File: src/plc_pkg.sv
`timescale 1ns / 1ps
// Package for the parametric line clipper: widths, codes and the types that
// travel between the pipeline stages. Used by every module of the block.
package plc_pkg;

  localparam int CoordWidth = 16;
  localparam int FracBits   = 20;
  localparam int DivSteps   = 4;
  localparam int DivStages  = (FracBits + DivSteps - 1) / DivSteps;
  localparam int DiffWidth  = CoordWidth + 1;
  localparam int TWidth     = FracBits + 1;
  localparam int ProdWidth  = TWidth + DiffWidth;
  localparam int NumEdges   = 4;
  localparam int EdgeTop    = 0;
  localparam int EdgeBottom = 1;
  localparam int EdgeRight  = 2;
  localparam int EdgeLeft   = 3;
  localparam int AddrWidth  = 4;
  localparam int DataWidth  = 32;

  localparam logic [1:0] RegLeft   = 2'd0;
  localparam logic [1:0] RegRight  = 2'd1;
  localparam logic [1:0] RegTop    = 2'd2;
  localparam logic [1:0] RegBottom = 2'd3;

  localparam logic [3:0] CodeTop    = 4'd8;
  localparam logic [3:0] CodeBottom = 4'd4;
  localparam logic [3:0] CodeRight  = 4'd2;
  localparam logic [3:0] CodeLeft   = 4'd1;

  typedef logic signed [CoordWidth-1:0] coord_t;
  typedef logic signed [DiffWidth-1:0]  diff_t;
  typedef logic [DiffWidth-1:0]         mag_t;
  typedef logic [TWidth-1:0]            tval_t;

  localparam tval_t TOne = tval_t'(1) << FracBits;

  typedef enum logic [2:0] {
    OC_TRIV_ACCEPT = 3'd0,
    OC_TRIV_REJECT = 3'd1,
    OC_ZERO_LENGTH = 3'd2,
    OC_CLIP_ACCEPT = 3'd3,
    OC_CLIP_EMPTY  = 3'd4
  } outcome_e;

  typedef enum logic [1:0] {
    DM_ZERO = 2'd0,
    DM_ONE  = 2'd1,
    DM_DIV  = 2'd2
  } div_mode_e;

  typedef struct packed {
    div_mode_e mode;
    mag_t      rem;
    mag_t      den;
  } div_in_t;

  typedef struct packed {
    outcome_e              outcome;
    coord_t                x0;
    coord_t                y0;
    coord_t                x1;
    coord_t                y1;
    diff_t                 dx;
    diff_t                 dy;
    logic [NumEdges-1:0]   skip;
    logic [NumEdges-1:0]   is_exit;
  } side_t;

endpackage

File: src/plc_lerp.sv
`timescale 1ns / 1ps
// Point interpolation start + t * delta: a registered product followed by
// the add with truncation toward zero. Depends on plc_pkg.
module plc_lerp import plc_pkg::*; (
  input  logic   clk_i,
  input  logic   en_i,
  input  coord_t s_i,
  input  diff_t  d_i,
  input  tval_t  t_i,
  output coord_t v_o
);

  mag_t                   ad;
  logic [ProdWidth-1:0]   prod_d, prod_q;
  coord_t                 s_q;
  logic                   neg_q;
  logic signed [DiffWidth+1:0] base, qv, sum, v;
  logic                   frac;

  assign ad     = d_i[DiffWidth-1] ? mag_t'(-d_i) : mag_t'(d_i);
  assign prod_d = ProdWidth'(t_i) * ProdWidth'(ad);

  always_ff @(posedge clk_i) begin
    if (en_i) begin
      prod_q <= prod_d;
      s_q    <= s_i;
      neg_q  <= d_i[DiffWidth-1];
    end
  end

  assign base = (DiffWidth+2)'(s_q);
  assign qv   = (DiffWidth+2)'({1'b0, prod_q[ProdWidth-1:FracBits]});
  assign frac = |prod_q[FracBits-1:0];
  assign sum  = neg_q ? base - qv : base + qv;

  always_comb begin
    v = sum;
    if (frac && !neg_q && sum[DiffWidth+1]) begin
      v = sum + (DiffWidth+2)'(1);
    end else if (frac && neg_q && !sum[DiffWidth+1] && sum != '0) begin
      v = sum - (DiffWidth+2)'(1);
    end
  end

  assign v_o = v[CoordWidth-1:0];

endmodule

File: config.mk
export PLATFORM = sky130hd
export DESIGN_NAME = plc_lerp
export DESIGN_NICKNAME = d
export VERILOG_FILES = /design/src/plc_pkg.sv /design/src/plc_lerp.sv
export SDC_FILE = /design/constraint.sdc
export NUM_CORES = 1
export LEC_CHECK = 0
export ABC_AREA = 1
export BUFFER_PORTS_ARGS = -buffer_cell sky130_fd_sc_hd__buf_2
export CAP_MARGIN = 20
export CELL_PAD_IN_SITES_DETAIL_PLACEMENT = 1
export CELL_PAD_IN_SITES_GLOBAL_PLACEMENT = 1
export CORE_ASPECT_RATIO = 1.2
export CORE_UTILIZATION = 30
export CTS_CLUSTER_DIAMETER = 200
export DETAILED_ROUTE_END_ITERATION = 16
export PLACE_DENSITY_LB_ADDON = 0.1
export SYNTH_ARGS = -nofsm -noshare
export SYNTH_HDL_FRONTEND = slang
export SYNTH_SLANG_ARGS = --single-unit
File: constraint.sdc
create_clock -name clk_i -period 7.05 [get_ports clk_i]
set_input_delay 0.3525 -clock clk_i [delete_from_list [all_inputs] [get_ports clk_i]]
set_output_delay 0.3525 -clock clk_i [all_outputs]
set_load 0.01 [all_outputs]
Word level (Yosys, flattened, before mapping)
Index checks and enable logic that the tools add are counted.
- flip-flop bits (word level): 55
- input bits: 56
- output and inout bits: 16
- word-level logic and storage cells: 22
- add/sub/neg operators: 5
- $mul: 1
- muxes and demuxes: 4
- reduce and logical (&&, ||, !) cells: 9
- operators by type and width (cell ; count):
    $mul A21 B17 Y38 ; 1
    $mux W16 ; 2
    $reduce_or A20 Y1 ; 1
    $add A16 B19 Y19 ; 1
    $mux W19 ; 1
    $reduce_bool A19 Y1 ; 1
    $sub A16 B19 Y19 ; 1
    $mux W17 ; 1
    $neg A17 Y17 ; 1
    $add A16 B2 Y16 const B ; 1
    $sub A16 B2 Y16 const B ; 1
    $logic_and A1 B1 Y1 ; 5
    $logic_not A1 Y1 ; 2

Longest topological paths before layout
- depth in word-level cells: 7
- depth in mapped cells: 40
- gate-level depth less buffers: 38

Worst setup path after synthesis
OpenSTA, ideal clock, no wires.
- kind: input port to flip-flop
- from: input d_i[0]
- to: register prod_q[33] (data pin)
- arrival time: 6.627 ns
- data required time: 6.792 ns
- slack: 0.165 ns
- stages on the path: 38
- path buffers: 2
- path through: clkbuf_1 -> inv_1 -> ha_1 -> inv_1 -> nor3_1 -> nand2_1 -> inv_1 -> nand2_1 -> nor3_1 -> inv_1 -> nor3_1 -> or2_2 -> or2_2 -> nand2_2 -> inv_1 -> buf_4 -> nor2_1 -> fa_1 -> [... 2 more ...] -> inv_1 -> fa_1 -> fa_1 -> fa_1 -> inv_1 -> fa_1 -> inv_1 -> ha_1 -> nand2_1 -> nor2_1 -> inv_1 -> nor2_1 -> inv_1 -> nor2_1 -> a21oi_1 -> o21ai_0 -> a21oi_1 -> xnor2_1
- cells in the longest elaborated chain, start to end: 3
- RTL lines (element ; RTL line ; text):
    start: declaration ; plc_lerp.sv:8 ; input diff_t d_i,
    $neg A17 Y17 ; plc_lerp.sv:20 ; assign ad = d_i[DiffWidth-1] ? mag_t'(-d_i) : mag_t'(d_i);
    $mux W17 * ; plc_lerp.sv:20 ;
    $mul A21 B17 Y38 * ; plc_lerp.sv:21 ; assign prod_d = ProdWidth'(t_i) * ProdWidth'(ad);
    named net prod_d[33] ; plc_lerp.sv:14 ; logic [ProdWidth-1:0] prod_d, prod_q;
    end signal: assignment ; plc_lerp.sv:25 ; prod_q <= prod_d;
    end: declaration ; plc_lerp.sv:14 ;
Mark *: on every way through the listed nets, which the timed path passes. The rest lies on a longest branch.
A chain may end at the register's enable or synchronous reset.

Worst setup path after layout
- from: input d_i[1]
- to: register prod_q[35] (data pin)
Same word-level chain as after synthesis.

==> impl_metrics.ini <==
[layout]
final_layout_size_suffix_gt1_share_pct = 14.0
area_growth_pct = 16.9
fin_util_pct = 35.5
layout.nets = 2818
mostFrequentLayoutCell = nand2_1
n_antenna_cell = 0
final_cell_mix = nand2_1 (553), inv_1 (518), fa_1 (283)

[status]
status = completed

[timing]
hold_viol_final = 0
setup_tns_ns = 0
finalSetupViolations = 0
finalCritPeriodShare_pct = 95.8
slew-limit-headroom_pct = 51.3
max_freq_ghz = 0.148
drv_slew = 0
period_needed_ns = 6.76
rsz0062_at_grt = false
max_slew.worst_pin.slew_ns = 0.731
hold_ws_ns = 0.217

[grt]
grt_pass1_vias = 15800
antenna_found_initial = 0
grt_remaining_overflow = 0
grt_max_degree = 56
grtUsageTotal_pct = 19.9
grt_pass1_wl_um = 85700

[flow_run]
drv_cap = 0

[die]
die_height_um = 257
core-area_mm2 = 0.0536
std_cell_rows = 93
io_pins = 72
start_util_pct = 30.4
die_x_um = 215
dieArea_mm2 = 0.0553

[clocking]
clk_pin_slew_ns = 0.07
cts_tree = built
htreeDepth = 2
ctsHoldBuffers = 0
cts_buffers = 5
clockBufferDepth = 2
clkSinkCount = 55
cts-root-buf = clkbuf_16

[logic_synthesis]
seq_area_frac_synth_pct = 10.1
syn_avg_cell_area_um2 = 7.50
syn_area_mm2 = 0.0163
yosys.cell_types.count = 42
synth_edf_count = 55
synthFlopType = edfxtp_1
synth.net_count = 2651
synthArstFlopShare_pct = 0
yosys_warnings = 0
syn_inst = 2175
synth-seq-cells = 55

[place]
hpwl_um = 47400
numPortBuffers = 71
place_congestion = 0.870

[drt]
viasPerCell = 4.62
first_pass_iters = 4
ant_nets = 0
drt_drc_violations_left = 0
wirelength_um = 54000
vias = 14100
drt_iter0_markers = 338
routedWlPerCell_um = 17.7

[setup_path]
worstPathArrival_ns = 6.81
worstPathMaxFanout = 6
cp-start-kind = primary input
slowest_stage = fa_1
crit_top_cell = fa_1
worstPathRequired_ns = 7.11
crit_path_start = d_i[1]
critical_path_class = in2reg
max_stage_delay_ns = 0.55
endpoint_kind = register

[min_path]
hold_class = in2reg
hp-start = s_i[4]
per-layer routing:
| layer | GRT usage, % | wire length [µm] | part of all wire (%) |
|---|---|---|---|
| met1 | 23.0 | 22400 | 41 |
| met2 | 39.6 | 29600 | 55 |
| met3 | 0.556 | 642 | 1.2 |
| met4 | 5.22 | 1400 | 2.6 |
| met5 | 0 | 0 | 0 |
worst paths after layout:
check / end / slack [ns] / depth (start not counted)
max: prod_q[35]$_DFFE_PP_ / 0.29 / 34
min: s_q[4]$_DFFE_PP_ / 0.22 / 1
critical path: cells and delay by family:
| family | cells | cell delay, ns |
|---|---|---|
| buffers and inverters | 11 | 1.02 |
| AOI/OAI and AO/OA | 4 | 0.64 |
| xor gates and xnor gates | 2 | 0.33 |
| adders and majority gates | 7 | 3.20 |
| and+or+nand+nor | 10 | 1.25 |
area by class of cell:
class                      instances  area, µm²
fill                            6555      34600
timing repair buffer             212       1610
sequential                        55       1650
tap                              712        891
inverter                         548       2070
clock inverter                     2       37.5
multi-input combinational       1520      12700
clock buffer                       5        125
registers in the layout, summed over array words and instances, names as in the netlist:
name	count
prod_q	38
neg_q	1
s_q	16
through the flow:
step           instance area, µm²  instances  setup WS, ns
2_1_floorplan               16300       2175         0.165
3_3_place_gp                18400       3033        -0.175
3_5_place_dp                18400       3033        -0.386
4_1_cts                     18600       3040        0.0835
5_1_grt                     19100       3054      0.000837
6_report                    19100       3054         0.293
cells by family (layout without fill, tap and decap cells):
logic type               after synthesis  count (layout)  share of synthesized area, %
AND/OR/NAND/NOR                      929             929                          23.6
buffers and inverters                600             767                          13.9
adder cells (fa/ha/maj)              420             420                          45.3
AO/OA/AOI/OAI                        109             109                          3.60
XOR/XNOR                              62              62                          3.42
flip-flops                            55              55                          10.1
synthesized netlist by cell type, drive strengths merged (3+ instances only):
cell    number  area, µm²
nand3       77        423
nor2       209        802
buf         10       56.3
inv        541       2030
clkinv       7       26.3
nand4       18        113
o21ai       35        175
xnor2       21        184
nand2      576       2210
edfxtp      55       1650
clkbuf      42        158
a31oi        3       18.8
a21oi       57        285
ha         135       1690
nor4         9       56.3
xor2        41        374
nor3        24        140
fa         285       5710
or2          5       31.3
nand3b       7       52.6
a21o         3       22.5
timing repair:
action,in CTS,in global routing
pin swaps,0,55
buffers inserted,0,15
resized for setup,3,92
endpoints found under the setup margin,3,19
gates cloned,0,1
Power is left out: the tool's default activity adds up to more than one toggle a clock period on the data nets, which glitch-free logic cannot reach.
