File: src/plc_pkg.sv
`timescale 1ns / 1ps
// Package for the parametric line clipper: widths, codes and the types that
// travel between the pipeline stages. Used by every module of the block.
package plc_pkg;

  localparam int CoordWidth = 16;
  localparam int FracBits   = 20;
  localparam int DivSteps   = 4;
  localparam int DivStages  = (FracBits + DivSteps - 1) / DivSteps;
  localparam int DiffWidth  = CoordWidth + 1;
  localparam int TWidth     = FracBits + 1;
  localparam int ProdWidth  = TWidth + DiffWidth;
  localparam int NumEdges   = 4;
  localparam int EdgeTop    = 0;
  localparam int EdgeBottom = 1;
  localparam int EdgeRight  = 2;
  localparam int EdgeLeft   = 3;
  localparam int AddrWidth  = 4;
  localparam int DataWidth  = 32;

  localparam logic [1:0] RegLeft   = 2'd0;
  localparam logic [1:0] RegRight  = 2'd1;
  localparam logic [1:0] RegTop    = 2'd2;
  localparam logic [1:0] RegBottom = 2'd3;

  localparam logic [3:0] CodeTop    = 4'd8;
  localparam logic [3:0] CodeBottom = 4'd4;
  localparam logic [3:0] CodeRight  = 4'd2;
  localparam logic [3:0] CodeLeft   = 4'd1;

  typedef logic signed [CoordWidth-1:0] coord_t;
  typedef logic signed [DiffWidth-1:0]  diff_t;
  typedef logic [DiffWidth-1:0]         mag_t;
  typedef logic [TWidth-1:0]            tval_t;

  localparam tval_t TOne = tval_t'(1) << FracBits;

  typedef enum logic [2:0] {
    OC_TRIV_ACCEPT = 3'd0,
    OC_TRIV_REJECT = 3'd1,
    OC_ZERO_LENGTH = 3'd2,
    OC_CLIP_ACCEPT = 3'd3,
    OC_CLIP_EMPTY  = 3'd4
  } outcome_e;

  typedef enum logic [1:0] {
    DM_ZERO = 2'd0,
    DM_ONE  = 2'd1,
    DM_DIV  = 2'd2
  } div_mode_e;

  typedef struct packed {
    div_mode_e mode;
    mag_t      rem;
    mag_t      den;
  } div_in_t;

  typedef struct packed {
    outcome_e              outcome;
    coord_t                x0;
    coord_t                y0;
    coord_t                x1;
    coord_t                y1;
    diff_t                 dx;
    diff_t                 dy;
    logic [NumEdges-1:0]   skip;
    logic [NumEdges-1:0]   is_exit;
  } side_t;

endpackage

File: src/plc_div.sv
`timescale 1ns / 1ps
// Pipelined restoring divider giving a saturated fraction per edge,
// DivSteps (four) quotient bits per stage. Depends on plc_pkg.
module plc_div import plc_pkg::*; (
  input  logic    clk_i,
  input  logic    en_i,
  input  div_in_t div_i,
  output tval_t   t_o
);

  mag_t                rem_in  [DivStages];
  mag_t                den_in  [DivStages];
  logic [FracBits-1:0] quo_in  [DivStages];
  div_mode_e           mode_in [DivStages];
  mag_t                rem_d   [DivStages];
  logic [FracBits-1:0] quo_d   [DivStages];
  mag_t                rem_q   [DivStages];
  mag_t                den_q   [DivStages];
  logic [FracBits-1:0] quo_q   [DivStages];
  div_mode_e           mode_q  [DivStages];

  for (genvar s = 0; s < DivStages; s++) begin : g_stg
    if (s == 0) begin : g_first
      assign rem_in[s]  = div_i.rem;
      assign den_in[s]  = div_i.den;
      assign quo_in[s]  = '0;
      assign mode_in[s] = div_i.mode;
    end else begin : g_next
      assign rem_in[s]  = rem_q[s-1];
      assign den_in[s]  = den_q[s-1];
      assign quo_in[s]  = quo_q[s-1];
      assign mode_in[s] = mode_q[s-1];
    end

    always_comb begin
      logic [DiffWidth:0]  r;
      logic [DiffWidth:0]  sh;
      logic                ge;
      logic [FracBits-1:0] q;
      r  = {1'b0, rem_in[s]};
      q  = quo_in[s];
      sh = '0;
      ge = 1'b0;
      for (int k = 0; k < DivSteps; k++) begin
        if (s * DivSteps + k < FracBits) begin
          sh = {r[DiffWidth-1:0], 1'b0};
          ge = (sh >= {1'b0, den_in[s]});
          r  = ge ? sh - {1'b0, den_in[s]} : sh;
          q  = {q[FracBits-2:0], ge};
        end
      end
      rem_d[s] = r[DiffWidth-1:0];
      quo_d[s] = q;
    end

    always_ff @(posedge clk_i) begin
      if (en_i) begin
        rem_q[s]  <= rem_d[s];
        den_q[s]  <= den_in[s];
        quo_q[s]  <= quo_d[s];
        mode_q[s] <= mode_in[s];
      end
    end
  end

  always_comb begin
    unique case (mode_q[DivStages-1])
      DM_ONE:  t_o = TOne;
      DM_DIV:  t_o = {1'b0, quo_q[DivStages-1]};
      default: t_o = '0;
    endcase
  end

endmodule

File: config.mk
export PLATFORM = sky130hd
export DESIGN_NAME = plc_div
export DESIGN_NICKNAME = d
export VERILOG_FILES = /design/src/plc_pkg.sv /design/src/plc_div.sv
export SDC_FILE = /design/constraint.sdc
export NUM_CORES = 1
export LEC_CHECK = 0
export BUFFER_PORTS_ARGS = -buffer_cell sky130_fd_sc_hd__buf_2
export CORE_AREA = 3 3 206 208
export DETAILED_ROUTE_END_ITERATION = 16
export DIE_AREA = 0 0 209 211
export PLACE_DENSITY = 0.74
export SYNTH_ARGS = -nofsm -noshare
export SYNTH_HDL_FRONTEND = slang
export SYNTH_SLANG_ARGS = --single-unit
File: constraint.sdc
create_clock -name clk_i -period 12.68 [get_ports clk_i]
set_input_delay 1.268 -clock clk_i [delete_from_list [all_inputs] [get_ports clk_i]]
set_output_delay 1.268 -clock clk_i [all_outputs]
set_load 0.05 [all_outputs]
## Word level (Yosys, flattened, before mapping)

Memory sizes are Yosys's and may differ from the RTL's.
Cells that the tools add are included.

- $add $sub $neg: 20
- $lt $le $gt $ge: 20
- Equal/unequal tests: 2
- Muxes and demuxes: 23

Operators with widths:

| cell | count |
|---|---|
| 18-bit by 17-bit greater-or-equal comparator with 1-bit output | 20 |
| 17-bit 2-to-1 mux | 20 |
| 17-bit subtractor | 20 |
| 21-bit one-hot mux with 2 select lines | 1 |
| 2-bit by 1-bit == test with 1-bit output, second input constant | 1 |
| 2-bit == test, second input constant | 1 |
| 1-bit 2-to-1 mux | 2 |

- Register bits after elaboration: 0
- Memory bits (writable): 280
- Input port bits: 38
- Output and inout bits: 21
- Memories: 4

Memory list:

| name | depth | bits a word | rd ports | clocked after Yosys merged registers in | wr ports | line | text |
|---|---|---|---|---|---|---|---|
| quo_q | 5 | 20 | 5 | 0 | 5 | plc_div.sv:19 | `logic [FracBits-1:0] quo_q [DivStages];` |
| den_q | 5 | 17 | 4 | 0 | 5 | plc_div.sv:18 | `mag_t den_q [DivStages];` |
| rem_q | 5 | 17 | 4 | 0 | 5 | plc_div.sv:17 | `mag_t rem_q [DivStages];` |
| mode_q | 5 | 2 | 5 | 0 | 5 | plc_div.sv:20 | `div_mode_e mode_q [DivStages];` |

## Depth between registers and ports, before layout

An unclocked memory read counts as a cell.

- Depth in word-level cells: 9
- Depth in mapped cells: 51
- Gate-level depth less buffers: 44

## Least setup slack after synthesis

Ideal clock, no wire load.

- Path type: input to register
- Start point: in div_i[0] (netlist bit)
- End point: mem rem_q[0][10] (netlist bit), data pin
- Library setup time: 0.262 ns
- Data arrival time: 11.386 ns
- Setup slack: 1.031 ns
- Stages on the path: 47
- Path through: clkbuf_1 > inv_1 > fa_1 > a211oi_1 > o21ai_1 > a21oi_1 > o21ai_1 > a21oi_1 > inv_1 > clkbuf_1 > clkbuf_1 > nor2_1 > a21oi_1 > ha_1 > a21o_1 > a311oi_2 > o21ai_1 > o41ai_2 > [11 not listed] > a21oi_1 > nand3b_1 > nand2_1 > inv_1 > clkbuf_1 > mux2_2 > ha_1 > a21o_1 > a21oi_1 > a21boi_0 > o21ai_0 > a41o_1 > nor4_1 > or3_1 > a21boi_0 > a2111oi_4 > inv_4 > mux2_1

RTL lines:

| element | line | text |
|---|---|---|
| from (decl) | plc_div.sv:7 | `input div_in_t div_i,` |
| to (decl) | plc_div.sv:17 |  |

==> run_results.csv <==
group,metric,value,unit
status,status,"completed",
global_route,grt_pass1_wl,101000,um
worst_hold_path,hold_depth,0,
worst_setup_path,arrival,12270,ps
yosys,syn_area_per_cell,8.84,um2
worst_setup_path,required,12960,ps
global_route,grt-ovfl-total,0,
yosys,yosysTopAreaCellShare,25.4,%
floorplan,start_util,59.8,%
sta,finalHoldViolCount,0,
drt,drt_pre_antenna_iters,6,
placed_design,place_congestion,0.981,
yosys,syn_area,24400,um2
final_layout,fill_cells,3411,
worst_setup_path,rr_startpoint,"den_q[0][1]",
drt,totalWireLength,63200,um
global_route,antenna_found_initial,0,
worst_hold_path,worstHoldStart,"mode_q[1][0]",
worst_hold_path,holdPathEnd,"mode_q[2][0]",
drt,met2_length,29900,um
yosys,ys_async_sr_fraction,0,%
worst_setup_path,crit_type,"flip-flop to flip-flop",
yosys,synthesis.nets,3125,
yosys,synth_ff_type,"edfxtp_1",
drt,drt_iter0_markers,1657,
clock_network,cts_buffer_depth,3,
drt,drtAntennaViolNets,0,
yosys,ys_ff_latch,206,
global_route,grt_max_degree,89,
drt,highest_layer,"met4",
yosys,synth_edf_count,206,
clock_network,cts.sinks,206,
placed_design,place_area,25300,um2
drt,avgViaCountPerCell,6.19,
floorplan,die_y,211,um
worst_setup_path,r2r_slack,690,ps
drt,wl_met3,3250,um
sta,finClkSkew,19.6,ps
final_layout,diodes,0,
worst_setup_path,reg2regPathDepth,41,
sta,period_share,94.5,%
yosys,yosysWarnings,0,
worst_setup_path,cpMaxStageDelayCell,"a2111oi_0",
worst_hold_path,hp-class,"flip-flop to flip-flop",
sta,period_minus_slack,11990,ps
worst_setup_path,cp-end-kind,"flip-flop",
yosys,synth_largest_area_cell,"edfxtp_1",
placed_design,portBuffers,58,
floorplan,ios,59,
floorplan,core_area,40700,um2
final_layout,stdcell_area,26200,um2
global_route,grt_pass1_vias,20000,
floorplan,die_area,44100,um2
placed_design,hpwl,50500,um
yosys,synthTopCellsByArea,"edfxtp_1 (25%), ha_1 (17%), mux2_2 (6.9%)",
yosys,synthCells,2758,
placed_design,preCtsSetupSlack,162,ps
final_layout,nets,3189,
sta,grt_setup_unrepaired,"false",
yosys,ys_seq_area_share,25.4,%
sta,setup_violations,0,
sta,slew_headroom,32.2,%
clock_network,cts_buffers,24,
clock_network,insertion_delay,550,ps
drt,wl_met1,28100,um
sta,tightest_slew,992,ps
final_layout,syn2layout_area_growth,7.62,%
sta,holdWs,401,ps
clock_network,clk_pin_slew,70,ps
clock_network,cts_htree_levels,1,
clock_network,cts-root-buf,"clkbuf_16",
worst_setup_path,crit_fanout,21,
worst_setup_path,critPathMaxStageDelay,630,ps
drt,via_count,20900,
sta,max_freq,83.4,MHz
sta,setup_ws,691,ps
floorplan,die_w,209,um
drt,drc,0,
sta,fin_setup_tns,0,ps
flow_run,timing.max_cap.violations,0,
final_layout,drive_above_1_share,12.0,%
floorplan,num_rows,74,
yosys,netlist-cell-type-count,93,
clock_network,cts_tree,"yes",
sta,finalMaxSlewViolations,0,
drt,wl_per_cell,18.7,um
worst_setup_path,r2r-end,"rem_q[0][19]",
global_route,grt_use_total,27.6,%
worst_setup_path,setup.worst_path.start_class,"flip-flop",
[area by class of cell]
| type | count | area [um2] | share of cell area, % |
|---|---|---|---|
| well taps | 532 | 666 | 2.54 |
| multi-input cells | 2322 | 17300 | 66.0 |
| clock inverters | 19 | 277 | 1.05 |
| repair buffers | 85 | 502 | 1.91 |
| flip-flops and latches | 206 | 6190 | 23.6 |
| inverters | 183 | 689 | 2.63 |
| clock buffers | 25 | 604 | 2.30 |
[cell families after synthesis]
kind of cell	after synthesis	share of synthesized area (%)
simple gates	769	15.5
xor+xnor	240	8.63
fa+ha+maj	329	17.0
mux	175	8.04
buf+inv	230	3.73
flops	206	25.4
compound gates	809	21.7
[placed cells by master, fill, tap and decap left out, types with 22 or more instances in the layout]
master / netlist / routed
o21ai_0: 146 / 146
nand2b_1: 42 / 42
clkbuf_16: 0 / 24
nand4_1: 30 / 30
nor2_1: 238 / 238
buf_4: 2 / 27
buf_2: 10 / 57
edfxtp_1: 206 / 206
a31oi_1: 22 / 22
nor3_1: 61 / 61
or2_2: 22 / 22
inv_1: 178 / 178
mux2_2: 149 / 149
o21a_1: 58 / 58
nand2_1: 166 / 165
a21o_1: 80 / 80
nor2b_1: 42 / 41
ha_1: 324 / 324
a21oi_1: 261 / 261
and2_1: 39 / 39
xor2_1: 85 / 85
and3_1: 23 / 23
o21bai_1: 30 / 30
xnor2_1: 155 / 155
nand3_1: 41 / 41
[metal layers]
| layer | vias up | global-route usage [%] |
|---|---|---|
| li1 | 10400 | - |
| met1 | 9792 | 36.6 |
| met2 | 555 | 47.5 |
| met3 | 135 | 3.33 |
| met4 | 0 | 8.22 |
| met5 | - | 0 |
[registers in the layout, indices dropped and copies added, names as in the netlist]
name    cells
den_q      68
rem_q      68
mode_q     10
quo_q      60
[per-stage QoR]
stage,util (%),std cells
floorplan,-,2758
global placement,62.1,3323
detailed placement,62.1,3323
CTS,64.2,3367
global route,64.4,3372
finish,64.4,3372
[worst max-delay path by stage]
stage                     start      endpoint  slack, ps
finish              den_q[0][1]  rem_q[0][19]        690
global route           div_i[0]   rem_q[0][1]         20
CTS                 den_q[0][1]  rem_q[0][19]        260
detailed placement     div_i[0]   rem_q[0][1]        160
global placement    den_q[0][1]  rem_q[0][19]        270
floorplan              div_i[0]  rem_q[0][10]       1030
[cells in the mapped netlist (13+ instances only)]
cell,number
nand2_1,166
o21a_1,58
and3_1,23
nand3_1,41
o31a_1,15
or2_2,22
nor2_1,238
o31ai_1,20
xnor2_1,155
nand2b_1,42
o221ai_1,15
a21oi_1,261
nand4_1,30
o21ai_0,146
o21bai_1,30
or3_1,15
a21boi_0,17
mux2_2,149
xor2_1,85
clkbuf_1,29
mux2_1,13
edfxtp_1,206
a31oi_1,22
a211oi_1,18
nor3_1,61
a21o_1,80
ha_1,324
inv_1,178
o211ai_1,20
nor2b_1,42
and2_1,39
[what timing repair did]
action,CTS,global route
setup buffers,0,5
endpoints found under the setup margin,0,60
resized for setup,0,4
hold buffers,0,0
[critical path, delay by kind of cell (launching register included)]
family          cells  cell delay (ps)
compound gates     21             5500
mux                 3             1040
flops               1              520
fa+ha+maj           4             1620
simple gates        9             2140
buf+inv             4              900
Power is not shown: default switching activity piles up to over one toggle a cycle in this logic, so the estimate is an artifact.
