`src/plc_pkg.sv`:
```
`timescale 1ns / 1ps
// Package for the parametric line clipper: widths, codes and the types that
// travel between the pipeline stages. Used by every module of the block.
package plc_pkg;

  localparam int CoordWidth = 16;
  localparam int FracBits   = 20;
  localparam int DivSteps   = 4;
  localparam int DivStages  = (FracBits + DivSteps - 1) / DivSteps;
  localparam int DiffWidth  = CoordWidth + 1;
  localparam int TWidth     = FracBits + 1;
  localparam int ProdWidth  = TWidth + DiffWidth;
  localparam int NumEdges   = 4;
  localparam int EdgeTop    = 0;
  localparam int EdgeBottom = 1;
  localparam int EdgeRight  = 2;
  localparam int EdgeLeft   = 3;
  localparam int AddrWidth  = 4;
  localparam int DataWidth  = 32;

  localparam logic [1:0] RegLeft   = 2'd0;
  localparam logic [1:0] RegRight  = 2'd1;
  localparam logic [1:0] RegTop    = 2'd2;
  localparam logic [1:0] RegBottom = 2'd3;

  localparam logic [3:0] CodeTop    = 4'd8;
  localparam logic [3:0] CodeBottom = 4'd4;
  localparam logic [3:0] CodeRight  = 4'd2;
  localparam logic [3:0] CodeLeft   = 4'd1;

  typedef logic signed [CoordWidth-1:0] coord_t;
  typedef logic signed [DiffWidth-1:0]  diff_t;
  typedef logic [DiffWidth-1:0]         mag_t;
  typedef logic [TWidth-1:0]            tval_t;

  localparam tval_t TOne = tval_t'(1) << FracBits;

  typedef enum logic [2:0] {
    OC_TRIV_ACCEPT = 3'd0,
    OC_TRIV_REJECT = 3'd1,
    OC_ZERO_LENGTH = 3'd2,
    OC_CLIP_ACCEPT = 3'd3,
    OC_CLIP_EMPTY  = 3'd4
  } outcome_e;

  typedef enum logic [1:0] {
    DM_ZERO = 2'd0,
    DM_ONE  = 2'd1,
    DM_DIV  = 2'd2
  } div_mode_e;

  typedef struct packed {
    div_mode_e mode;
    mag_t      rem;
    mag_t      den;
  } div_in_t;

  typedef struct packed {
    outcome_e              outcome;
    coord_t                x0;
    coord_t                y0;
    coord_t                x1;
    coord_t                y1;
    diff_t                 dx;
    diff_t                 dy;
    logic [NumEdges-1:0]   skip;
    logic [NumEdges-1:0]   is_exit;
  } side_t;

endpackage

```
`src/plc_front.sv`:
```
`timescale 1ns / 1ps
// Front stage logic: outcodes, deltas and the per-edge ratio setup.
// Depends on plc_pkg.
module plc_front import plc_pkg::*; (
  input  coord_t                      start_x_i,
  input  coord_t                      start_y_i,
  input  coord_t                      end_x_i,
  input  coord_t                      end_y_i,
  input  coord_t                      left_i,
  input  coord_t                      right_i,
  input  coord_t                      top_i,
  input  coord_t                      bottom_i,
  output side_t                       side_o,
  output div_in_t [NumEdges-1:0]      div_o
);

  logic [3:0] c0, c1;
  diff_t      dx, dy;
  diff_t      num [NumEdges];
  diff_t      den [NumEdges];

  function automatic logic [3:0] outcode(coord_t x, coord_t y, coord_t l, coord_t r,
                                         coord_t t, coord_t b);
    logic [3:0] c;
    c = '0;
    if (y > t) c = c | CodeTop;
    else if (y < b) c = c | CodeBottom;
    if (x > r) c = c | CodeRight;
    else if (x < l) c = c | CodeLeft;
    return c;
  endfunction

  assign c0 = outcode(start_x_i, start_y_i, left_i, right_i, top_i, bottom_i);
  assign c1 = outcode(end_x_i, end_y_i, left_i, right_i, top_i, bottom_i);
  assign dx = diff_t'(end_x_i) - diff_t'(start_x_i);
  assign dy = diff_t'(end_y_i) - diff_t'(start_y_i);

  assign num[EdgeTop]    = diff_t'(top_i) - diff_t'(start_y_i);
  assign num[EdgeBottom] = diff_t'(bottom_i) - diff_t'(start_y_i);
  assign num[EdgeRight]  = diff_t'(right_i) - diff_t'(start_x_i);
  assign num[EdgeLeft]   = diff_t'(left_i) - diff_t'(start_x_i);
  assign den[EdgeTop]    = dy;
  assign den[EdgeBottom] = dy;
  assign den[EdgeRight]  = dx;
  assign den[EdgeLeft]   = dx;

  always_comb begin
    side_o.x0 = start_x_i;
    side_o.y0 = start_y_i;
    side_o.x1 = end_x_i;
    side_o.y1 = end_y_i;
    side_o.dx = dx;
    side_o.dy = dy;
    if ((c0 | c1) == 4'd0) begin
      side_o.outcome = OC_TRIV_ACCEPT;
    end else if ((c0 & c1) != 4'd0) begin
      side_o.outcome = OC_TRIV_REJECT;
    end else if (dx == '0 && dy == '0) begin
      side_o.outcome = OC_ZERO_LENGTH;
    end else begin
      side_o.outcome = OC_CLIP_ACCEPT;
    end
  end

  for (genvar e = 0; e < NumEdges; e++) begin : g_edge
    logic neg_n, neg_d;
    mag_t an, ad;
    assign neg_n = num[e][DiffWidth-1];
    assign neg_d = den[e][DiffWidth-1];
    assign an    = neg_n ? mag_t'(-num[e]) : mag_t'(num[e]);
    assign ad    = neg_d ? mag_t'(-den[e]) : mag_t'(den[e]);
    assign side_o.skip[e]    = (den[e] == '0);
    assign side_o.is_exit[e] = (e == EdgeTop || e == EdgeRight) ? !neg_d : neg_d;
    always_comb begin
      div_o[e].rem = an;
      div_o[e].den = ad;
      if (num[e] == '0 || neg_n != neg_d) begin
        div_o[e].mode = DM_ZERO;
      end else if (an >= ad) begin
        div_o[e].mode = DM_ONE;
      end else begin
        div_o[e].mode = DM_DIV;
      end
    end
  end

endmodule

```
`config.mk`:
```
export PLATFORM = sky130hd
export DESIGN_NAME = plc_front
export DESIGN_NICKNAME = d
export VERILOG_FILES = /design/src/plc_pkg.sv /design/src/plc_front.sv
export SDC_FILE = /design/constraint.sdc
export NUM_CORES = 1
export LEC_CHECK = 0
export BUFFER_PORTS_ARGS = -buffer_cell sky130_fd_sc_hd__clkbuf_2
export CAP_MARGIN = 20
export CORE_AREA = 2 2 148 150
export DETAILED_ROUTE_END_ITERATION = 10
export DIE_AREA = 0 0 150 152
export PLACE_DENSITY = 0.89
export SYNTH_ARGS = -nofsm -noshare
export SYNTH_HDL_FRONTEND = slang
export SYNTH_SLANG_ARGS = --single-unit
```
`constraint.sdc`:
```
create_clock -name vclk -period 12
set_input_delay 0.6 -clock vclk [all_inputs]
set_output_delay 0.6 -clock vclk [all_outputs]
set_load 0.05 [all_outputs]
```
* Yosys cells after proc, flatten, opt, wreduce, memory -nomap -nowiden
Cells that the tools add are included.
** Storage, ports and cells
- Register bits after elaboration :: 0
- Logic and storage cells :: 70
** Cells by class
- $add $sub $neg :: 12
- Order comparisons :: 12
- Equal/unequal tests :: 4
- Muxes and demuxes :: 25
- Bitwise gates (word level) :: 2
- Reductions and logical operators :: 15
** Operators with widths (number)
- logical NOT 17 bit :: 6
- two-way mux 17 bit :: 6
- negator 17 bit :: 6
- subtractor 16 x 16 -> 17 bit :: 6
- greater-or-equal comparator 17 bit :: 4
- greater-than comparator 16 bit :: 4
- less-than comparator 16 bit :: 4
- two-way mux 2 bit :: 12
- two-way mux 4 bit :: 2
- two-way mux 3 bit :: 2
- bitwise AND 4 bit :: 1
- logical NOT 4 bit :: 1
- logical OR 1 bit :: 4
- inequality test 1 bit :: 4
- OR 4 bit :: 1
- nonzero test 4 bit :: 1
- two-way mux 1 bit :: 3
- logical NOT 1 bit :: 2
- logical AND 1 bit :: 1

* Logic depth before layout (Yosys ltp)
Gate-level depths: netlist of the first run.
- Depth after elaboration :: 9
- Gate-level depth with buffers :: 26
- Gate-level depth less buffers :: 25

* Least setup slack after synthesis of the first run
OpenSTA, ideal clock, no wires.
- Kind :: input port to output port
- Start point :: in start_x_i[5]
- End point :: out div_o[143] (netlist bit)
- Data arrival time :: 7165 ps
- Slack :: 4235 ps
- Stages on the path :: 24
- Cell sequence :: inv_1 ha_1 buf_2 o21a_1 nand4_1 a211o_1 a311oi_1 o21ai_0 a21boi_0 nand3b_1 and2_1 xor2_1 inv_1 ha_1 and4_1 a311oi_1 o21ai_0 a21oi_1 o21ai_0 o22ai_1 o21ai_0 a311oi_1 o21ai_1 a21oi_1
** RTL lines
- start, declared :: line plc_front.sv:5 : input coord_t start_x_i,
- end, declared :: line plc_front.sv:14 : output div_in_t [NumEdges-1:0] div_o

==> run_results.csv, run 1 <==
group,metric,value,unit
timing,fin_crit,7160,ps
setup_path,critPathTopFamily,"compound AO/OA/AOI/OAI gates",
grt,gr-total-overflow,0,
synth,synth_compound_area_frac,0.282,
floorplanning,fp.dieW,150,um
run,maxCapViolCount,0,
layout,design_area,0.0130,mm2
synth,synth_area_leaders,"ha_1 24%, buf_4 6.8%, inv_1 6.1%, xnor2_1 5.8%, a21oi_1 5.0%",
grt,grt_pass1_wl,66400,um
floorplanning,die_area,0.0228,mm2
synth,ys_types,100,
layout,nNetsFinal,2248,
pwr,pwr-share-seq,0,
detailed_routing,routed_wirelength,43700,um
timing,setup_viol,0,
timing,rsz0062_at_grt,"false",
run_status,status,"complete, no violations",
synth,avgSynthCellArea,7.12,um2
min_path,holdPathStages,2,
floorplanning,rows,54,
detailed_routing,first_iter_violations,1252,
setup_path,critical_path_class,"input port to output port",
timing,slew_headroom,0.252,
synth,synthSimpleGateAreaFrac,0.215,
placement,io_buffer_count,380,
synth,synth-seq-area-share,0,
timing,drv_slew,0,
layout,drive_gt1_frac,0.225,
timing,tns,0,ps
pwr,pwr-share-clk,0,
layout,syn2layout_area_growth,12.1,%
pwr,p_sw,1.46,mW
layout,fillCellCount,2002,
synth,synthMuxAreaShare,0.00904,
grt,grt_max_degree,20,
layout,design.seq.count,0,
min_path,min_path_type,"input port to output port",
placement,place.gp.congestion,1.15,
grt,grt_pass1_vias,12473,
grt,antenna_found_initial,4,
synth,synth_area_leader_cell,"ha_1",
synth,synth_top_family_by_area,"compound AO/OA/AOI/OAI gates",
setup_path,path_buf_inv,4,
synth,synth_fp_nets,1993,
setup_path,max_stage_delay,570,ps
detailed_routing,wl_per_cell,20.1,um
floorplanning,die_h,152,um
placement,dp_hpwl,38400,um
pwr,comb_power_share,1.000,
pwr,peakVddDrop,0.000153,V
setup_path,worst_setup_path_start_kind,"input port",
setup_path,crit_slowest_cell,"a21boi_0",
setup_path,worstSetupEndpointType,"output port",
clock_tree,hold_buffers,0,
synth,synth_top_area_share,0.243,
timing,fmax,140,MHz
synth,synthCells,1633,
synth,yosysWarnings,0,
layout,nClkBuffers,0,
setup_path,worstPathArrival,6560,ps
setup_path,crit_fanout,6,
clock_tree,post-cts-setup-buffers,0,
synth,synth-xor-area-share,0.102,
layout,ff_latch_area,0,um2
detailed_routing,ant_nets,0,
detailed_routing,vias,13612,
pwr,swShare,0.733,
grt,grtUsageTotal,0.361,
layout,multiInputGateArea,0.0100,mm2
floorplanning,core,0.0214,mm2
pwr,p_leak,6.99,nW
synth,yosys.area_share.adder,0.255,
detailed_routing,drtPass1Iterations,6,
setup_path,required,11400,ps
detailed_routing,route.detailed.drc,0,
placement,place_area,0.0130,mm2
pwr,p_int,533,uW
synth,syn_area,0.0116,mm2
floorplanning,start_util,0.544,
setup_path,path_depth,25,
timing,finalCritPeriodShare,0.596,
timing,hold_violations,0,
pwr,p_per_area,153,mW/mm2
floorplanning,io_pins,381,
clock_tree,cts_resized,0,
timing,tightest_slew,1120,ps
detailed_routing,vias_per_cell,6.27,
==> cells by family (layout without fill, tap and decap cells) <==
family,after synthesis,after routing
xor+xnor,133,133
compound gates,466,466
buf+inv,321,574
mux,10,10
simple gates,469,469
fa+ha+maj,233,233
other cells,1,5
==> layout make-up <==
cell class                      instances  area share
Timing Repair Buffer                  384       0.148
Tap cell                              280      0.0269
Inverter                              190      0.0548
Multi-Input combinational cell       1312       0.769
Antenna cell                            4    0.000768
==> worst paths after layout <==
| path | slack [ps] | startpoint | endpoint |
|---|---|---|---|
| setup / recovery | 4840 | start_x_i[7] | div_o[143] |
| hold / removal | 1510 | end_x_i[0] | side_o[58] |
==> power groups by stage <==
stage | logic, mW | clock network [mW] | registers, mW
6_report | 2.00 | 0.0000000447 | 0
4_1_cts | 1.97 | 0 | 0
2_1_floorplan | 1.55 | 0 | 0
3_3_place_gp | 1.93 | 0 | 0
5_1_grt | 2.12 | 0.0000000446 | 0
3_5_place_dp | 1.96 | 0 | 0
==> synth_stat cells, types with 9 or more instances <==
cell / instances
a2111oi_0: 11
a211oi_1: 17
a21o_1: 53
a21oi_1: 116
a31oi_1: 24
and2_1: 18
and3_1: 11
buf_4: 105
clkbuf_1: 21
ha_1: 226
inv_1: 188
nand2_1: 70
nand2b_1: 28
nand3_1: 34
nand4_1: 22
nor2_1: 126
nor2b_1: 33
nor3_1: 32
nor4_1: 13
o211ai_1: 25
o21a_1: 36
o21ai_0: 61
o31ai_1: 9
or3_1: 19
xnor2_1: 77
xor2_1: 54
==> cell usage in the layout (no fill, tap or decap), types with 17 or more instances in the layout <==
cell type  instances
o21ai_0           61
nor2b_1           33
ha_1             226
o211ai_1          25
o21a_1            36
or3_1             19
a31oi_1           24
a21o_1            53
nand2b_1          28
nor3_1            32
nand3_1           34
nor2_1           126
xnor2_1           77
nand2_1           70
inv_1            188
a21oi_1          116
nand4_1           22
xor2_1            54
clkbuf_2         380
and2_1            18
a211oi_1          17
==> metal layers <==
metal / track usage / vias up / part of all wire
met5: 0 / - / 0
met4: 0.134 / 0 / 0.042
met3: 0.0480 / 118 / 0.11
met2: 0.586 / 809 / 0.44
met1: 0.485 / 6305 / 0.41
li1: - / 6380 / -
==> through the flow <==
stage          hold slack (ps)  instances  power [mW]  setup slack, ps  utilization
3_3_place_gp              1510       2166        1.93             5150        0.610
3_5_place_dp              1510       2166        1.96             5090        0.610
4_1_cts                   1510       2166        1.97             5040        0.610
6_report                  1510       2170        2.00             4840        0.610
5_1_grt                   1520       2170        2.12             4460        0.610
2_1_floorplan             1370       1633        1.55             4240            -
Power figures use the tool's default switching activity.
==> inputs of run 2 (changes only) <==
--- a/config.mk
+++ b/config.mk
@@ -7,10 +7,10 @@
 export LEC_CHECK = 0
 export BUFFER_PORTS_ARGS = -buffer_cell sky130_fd_sc_hd__clkbuf_2
 export CAP_MARGIN = 20
-export CORE_AREA = 2 2 148 150
+export CORE_MARGIN = 2
+export CORE_UTILIZATION = 49
 export DETAILED_ROUTE_END_ITERATION = 10
-export DIE_AREA = 0 0 150 152
-export PLACE_DENSITY = 0.89
+export PLACE_DENSITY = 0.84
 export SYNTH_ARGS = -nofsm -noshare
 export SYNTH_HDL_FRONTEND = slang
 export SYNTH_SLANG_ARGS = --single-unit
==> constraint.sdc (replaced) <==
create_clock -name vclk -period 6.56
set_input_delay 0.328 -clock vclk [all_inputs]
set_output_delay 0.328 -clock vclk [all_outputs]
set_load 0.05 [all_outputs]
==> run 2 against run 1 <==
Flip-flop and latch count stayed put. Global-route usage is 3.6 points lower. Cell count is 2.1% higher. Critical path type unchanged. First-iteration DRC count is 8.1% lower. Total power is 84% higher. Core utilization is 4.4 points lower. Critical path depth is 1 lower. Hold slack worse by 540 ps. Routed wire length is 1.3% lower. Highest routed layer unchanged.
==> run_results.csv, run 2 (same netlist as run 1, synthesis figures left out) <==
group,metric,value,unit
setup_path,required,6230,ps
clock_tree,post-cts-setup-buffers,0,
timing,tightest_slew,863,ps
timing,fin_ws,355,ps
detailed_routing,route.detailed.drc,0,
timing,tns,0,ps
detailed_routing,vias_per_cell,6.05,
run,maxCapViolCount,0,
detailed_routing,drtPass1Iterations,6,
detailed_routing,routed_wirelength,43100,um
setup_path,worst_setup_path_start_kind,"input port",
layout,design_area,0.0132,mm2
run_status,status,"complete, no violations",
setup_path,critical_path_class,"input port to output port",
setup_path,path_buf_inv,3,
detailed_routing,ant_nets,0,
layout,nClkBuffers,0,
setup_path,worstPathArrival,5880,ps
min_path,min_path_type,"input port to output port",
layout,layout_common_cells,"379 x clkbuf_2, 226 x ha_1, 188 x inv_1",
timing,hold_violations,0,
detailed_routing,first_iter_violations,1150,
pwr,p_leak,7.06,nW
layout,ff_latch_area,0,um2
floorplanning,start_util,0.497,
placement,dp.cells,2214,
layout,drive_gt1_frac,0.235,
floorplanning,die_h,158,um
timing,rsz0062_at_grt,"false",
floorplanning,rows,56,
placement,place.gp.congestion,1.03,
layout,design.seq.count,0,
grt,grtUsageTotal,0.325,
layout,syn2layout_area_growth,13.9,%
setup_path,cpMostUsedCell,"o21ai_0",
timing,fmax,161,MHz
grt,grt_max_degree,20,
detailed_routing,wl_per_cell,19.5,um
placement,dp_hpwl,38000,um
timing,fin_crit,6210,ps
setup_path,path_depth,24,
setup_path,critPathTopFamily,"compound AO/OA/AOI/OAI gates",
floorplanning,core,0.0234,mm2
pwr,peakVddDrop,0.000255,V
grt,grt_pass1_vias,11960,
grt,gr-total-overflow,0,
setup_path,crit_slowest_cell,"a2111o_1",
detailed_routing,vias,13406,
pwr,p_per_area,278,mW/mm2
setup_path,worstSetupEndpointType,"output port",
timing,drv_slew,0,
grt,grt_pass1_wl,64300,um
clock_tree,hold_buffers,0,
timing,slew_headroom,0.420,
timing,finalCritPeriodShare,0.946,
min_path,holdPathStages,2,
layout,mostFrequentLayoutCell,"clkbuf_2",
floorplanning,fp.dieW,158,um
layout,finalNonFillerCells,2215,
setup_path,max_stage_delay,530,ps
placement,dp_slack,338,ps
setup_path,crit_fanout,6,
layout,final_util,0.566,
setup_path,crit_chain,"clkbuf_2 -> inv_1 -> ha_1 -> fa_1 -> nor2b_4 -> o31a_1 -> or3_1 -> a21o_1 -> a2111o_1 -> nor4_4 -> nand3b_1 -> or4_1 -> ha_1 -> and4_1 -> a311oi_1 -> o21ai_0 -> a21oi_1 -> o21ai_0 -> o22ai_1 -> o21ai_0 -> a311oi_1 -> o21ai_1 -> a21oi_1 -> buf_12",
floorplanning,die_area,0.0250,mm2
timing,setup_viol,0,
placement,place_area,0.0132,mm2
clock_tree,cts_resized,0,
floorplanning,io_pins,381,
layout,nNetsFinal,2257,
placement,io_buffer_count,380,
grt,antenna_found_initial,1,
-- run 2: cell types whose count changed in the layout (fill, tap and decap cells not counted), moves of 3 or more --
cell / change
buf_4: +9
xor2_1: -5
xor2_2: +5
diode_2: -3
xnor2_1: -3
xnor2_2: +3
-- run 2: area by class of cell --
type | instances | area [um2]
inverters | 190 | 713
diodes | 1 | 2.50
fillers | 2329 | 10200
repair buffers | 393 | 2010
well taps | 319 | 399
multi-input cells | 1312 | 10100
-- run 2: worst paths after layout --
check / startpoint / endpoint / slack [ps]
hold / removal: start_x_i[5] / side_o[95] / 970
setup / recovery: end_x_i[0] / div_o[143] / 350
-- run 2: per-layer routing --
layer / up-vias / wire length [um] / GRT usage
li1: 6364 / - / -
met1: 6276 / 18400 / 0.444
met2: 668 / 19500 / 0.540
met3: 98 / 3770 / 0.0342
met4: 0 / 1400 / 0.0922
met5: - / 0 / 0
-- run 2: metrics by stage --
stage               hold WS [ps]  power (mW)
global placement             968        3.57
detailed placement           970        3.62
CTS                          970        3.63
floorplan                    823        2.84
global route                 974        3.91
finish                       968        3.68
-- run 2: report_power, final --
group	leakage, nW	internal, mW	switching, mW
Clock	0.00000634	0.0000000204	0
Combinational	7.06	1.00	2.68
Sequential	0	0	0
==> inputs of run 3 (changes only) <==
--- a/config.mk
+++ b/config.mk
@@ -5,12 +5,14 @@
 export SDC_FILE = /design/constraint.sdc
 export NUM_CORES = 1
 export LEC_CHECK = 0
+export ABC_AREA = 1
 export BUFFER_PORTS_ARGS = -buffer_cell sky130_fd_sc_hd__clkbuf_2
 export CAP_MARGIN = 20
 export CORE_MARGIN = 2
-export CORE_UTILIZATION = 49
+export CORE_UTILIZATION = 50
 export DETAILED_ROUTE_END_ITERATION = 10
 export PLACE_DENSITY = 0.84
 export SYNTH_ARGS = -nofsm -noshare
 export SYNTH_HDL_FRONTEND = slang
 export SYNTH_SLANG_ARGS = --single-unit
+export TNS_END_PERCENT = 30
==> run 3 against run 2 <==
Via count increased by 7.3%. Synthesized cell count increased by 30%. Die area increased by 2.8%. Setup slack improved by 710 ps. Critical path depth increased by 1. Critical path type unchanged. Core utilization increased by 0.11 points.
==> run_results.csv, run 3 <==
group,metric,value,unit
setup_path,path_buf_inv,3,
timing,drv_slew,0,
floorplanning,io_pins,381,
layout,syn2layout_area_growth,12.0,%
setup_path,critical_path_class,"input port to output port",
layout,nNetsFinal,2747,
detailed_routing,drtPass1Iterations,6,
detailed_routing,ant_nets,0,
synth,synth_fp_nets,2480,
placement,dp_hpwl,39600,um
timing,tns,0,ps
grt,antenna_found_initial,2,
synth,ys_types,52,
synth,avgSynthCellArea,5.75,um2
setup_path,crit_slowest_cell,"nor3_1",
synth,synth.most_common_cell,"nand2_1",
run,maxCapViolCount,0,
floorplanning,die_area,0.0257,mm2
detailed_routing,vias_per_cell,5.30,
timing,fmax,182,MHz
synth,synthTopCellsByCount,"544 x nand2_1, 407 x inv_1, 226 x ha_1",
grt,gr-total-overflow,0,
layout,mostFrequentLayoutCell,"nand2_1",
min_path,hp-start,"start_y_i[11]",
layout,design.seq.count,0,
setup_path,worst_setup_path_start_kind,"input port",
timing,holdWs,968,ps
layout,layout_common_cells,"544 x nand2_1, 407 x inv_1, 380 x clkbuf_2",
detailed_routing,vias,14378,
layout,nClkBuffers,0,
pwr,p_leak,8.70,nW
synth,synthCells,2120,
setup_path,required,6230,ps
synth,yosysWarnings,0,
layout,multiInputGateArea,0.00975,mm2
clock_tree,hold_buffers,0,
layout,ff_latch_area,0,um2
grt,grt_pass1_wl,67500,um
floorplanning,rows,57,
setup_path,worstSetupEndpointType,"output port",
pwr,peakVddDrop,0.000285,V
placement,io_buffer_count,380,
clock_tree,post-cts-setup-buffers,0,
synth,synth_top_area_share,0.232,
floorplanning,fp.dieW,160,um
timing,hold_violations,0,
setup_path,critPathTopFamily,"simple AND/OR/NAND/NOR gates",
synth,synth-seq-area-share,0,
min_path,min_path_type,"input port to output port",
timing,finalCritPeriodShare,0.837,
detailed_routing,routed_wirelength,43700,um
clock_tree,cts_resized,0,
floorplanning,start_util,0.506,
layout,final_util,0.567,
floorplanning,core,0.0241,mm2
layout,drive_gt1_frac,0.205,
layout,fillCellCount,2564,
run_status,status,"complete, no violations",
layout,finalNonFillerCells,2712,
placement,dp.cells,2709,
setup_path,cpMostUsedCell,"nor2_1",
setup_path,startpoint,"end_x_i[0]",
setup_path,max_stage_delay,570,ps
grt,grt_pass1_vias,12965,
pwr,power,3.74,mW
grt,grtUsageTotal,0.323,
grt,grt_max_degree,19,
detailed_routing,first_iter_violations,1135,
placement,place.gp.congestion,0.966,
setup_path,crit_fanout,3,
timing,slew_headroom,0.548,
setup_path,worstPathArrival,5160,ps
synth,synth_area_leaders,"ha_1 23%, nand2_1 17%, inv_1 13%, buf_4 6.6%, xor2_1 6.0%",
timing,setup_viol,0,
floorplanning,die_h,160,um
timing,tightest_slew,672,ps
timing,fin_crit,5490,ps
synth,synth_area_leader_cell,"ha_1",
detailed_routing,wl_per_cell,16.1,um
timing,rsz0062_at_grt,"false",
detailed_routing,route.detailed.drc,0,
synth,syn_area,0.0122,mm2
pwr,p_per_area,274,mW/mm2
## run 3: area by class of cell
cell class	count	area share
diodes	3	0.000549
inverters	426	0.117
multi-input cells	1579	0.714
well taps	324	0.0297
repair buffers	380	0.139
## run 3: cells by family (layout without fill, tap and decap cells)
family / after synthesis / in the layout / share of synthesized area
buf+inv: 541 / 806 / 0.201
compound gates: 234 / 234 / 0.115
other cells: 1 / 4 / 0.000307
xor+xnor: 107 / 107 / 0.0799
simple gates: 1005 / 1005 / 0.362
fa+ha+maj: 232 / 232 / 0.242
## run 3: final timing paths
check	endpoint	slack, ps	depth (start not counted)
max	div_o[106]	1070	25
min	side_o[85]	970	2
## run 3: power by group
part / leakage, nW / switching, mW / internal [mW]
combinational: 8.70 / 2.82 / 0.920
clock: 0.0000190 / 0 / 0.0000000615
sequential: 0 / 0 / 0
## run 3: metal layers
layer  wire [um]  global-route usage
met1       19300               0.444
met2       19600               0.551
met3        3720              0.0247
met4        1050              0.0704
met5           0                   0
## run 3: metrics by stage
step	area (um2)	worst slack (ps)
6_report	13700	1070
5_1_grt	13700	675
4_1_cts	13700	1190
3_5_place_dp	13700	1210
3_3_place_gp	13700	1250
2_1_floorplan	12200	875
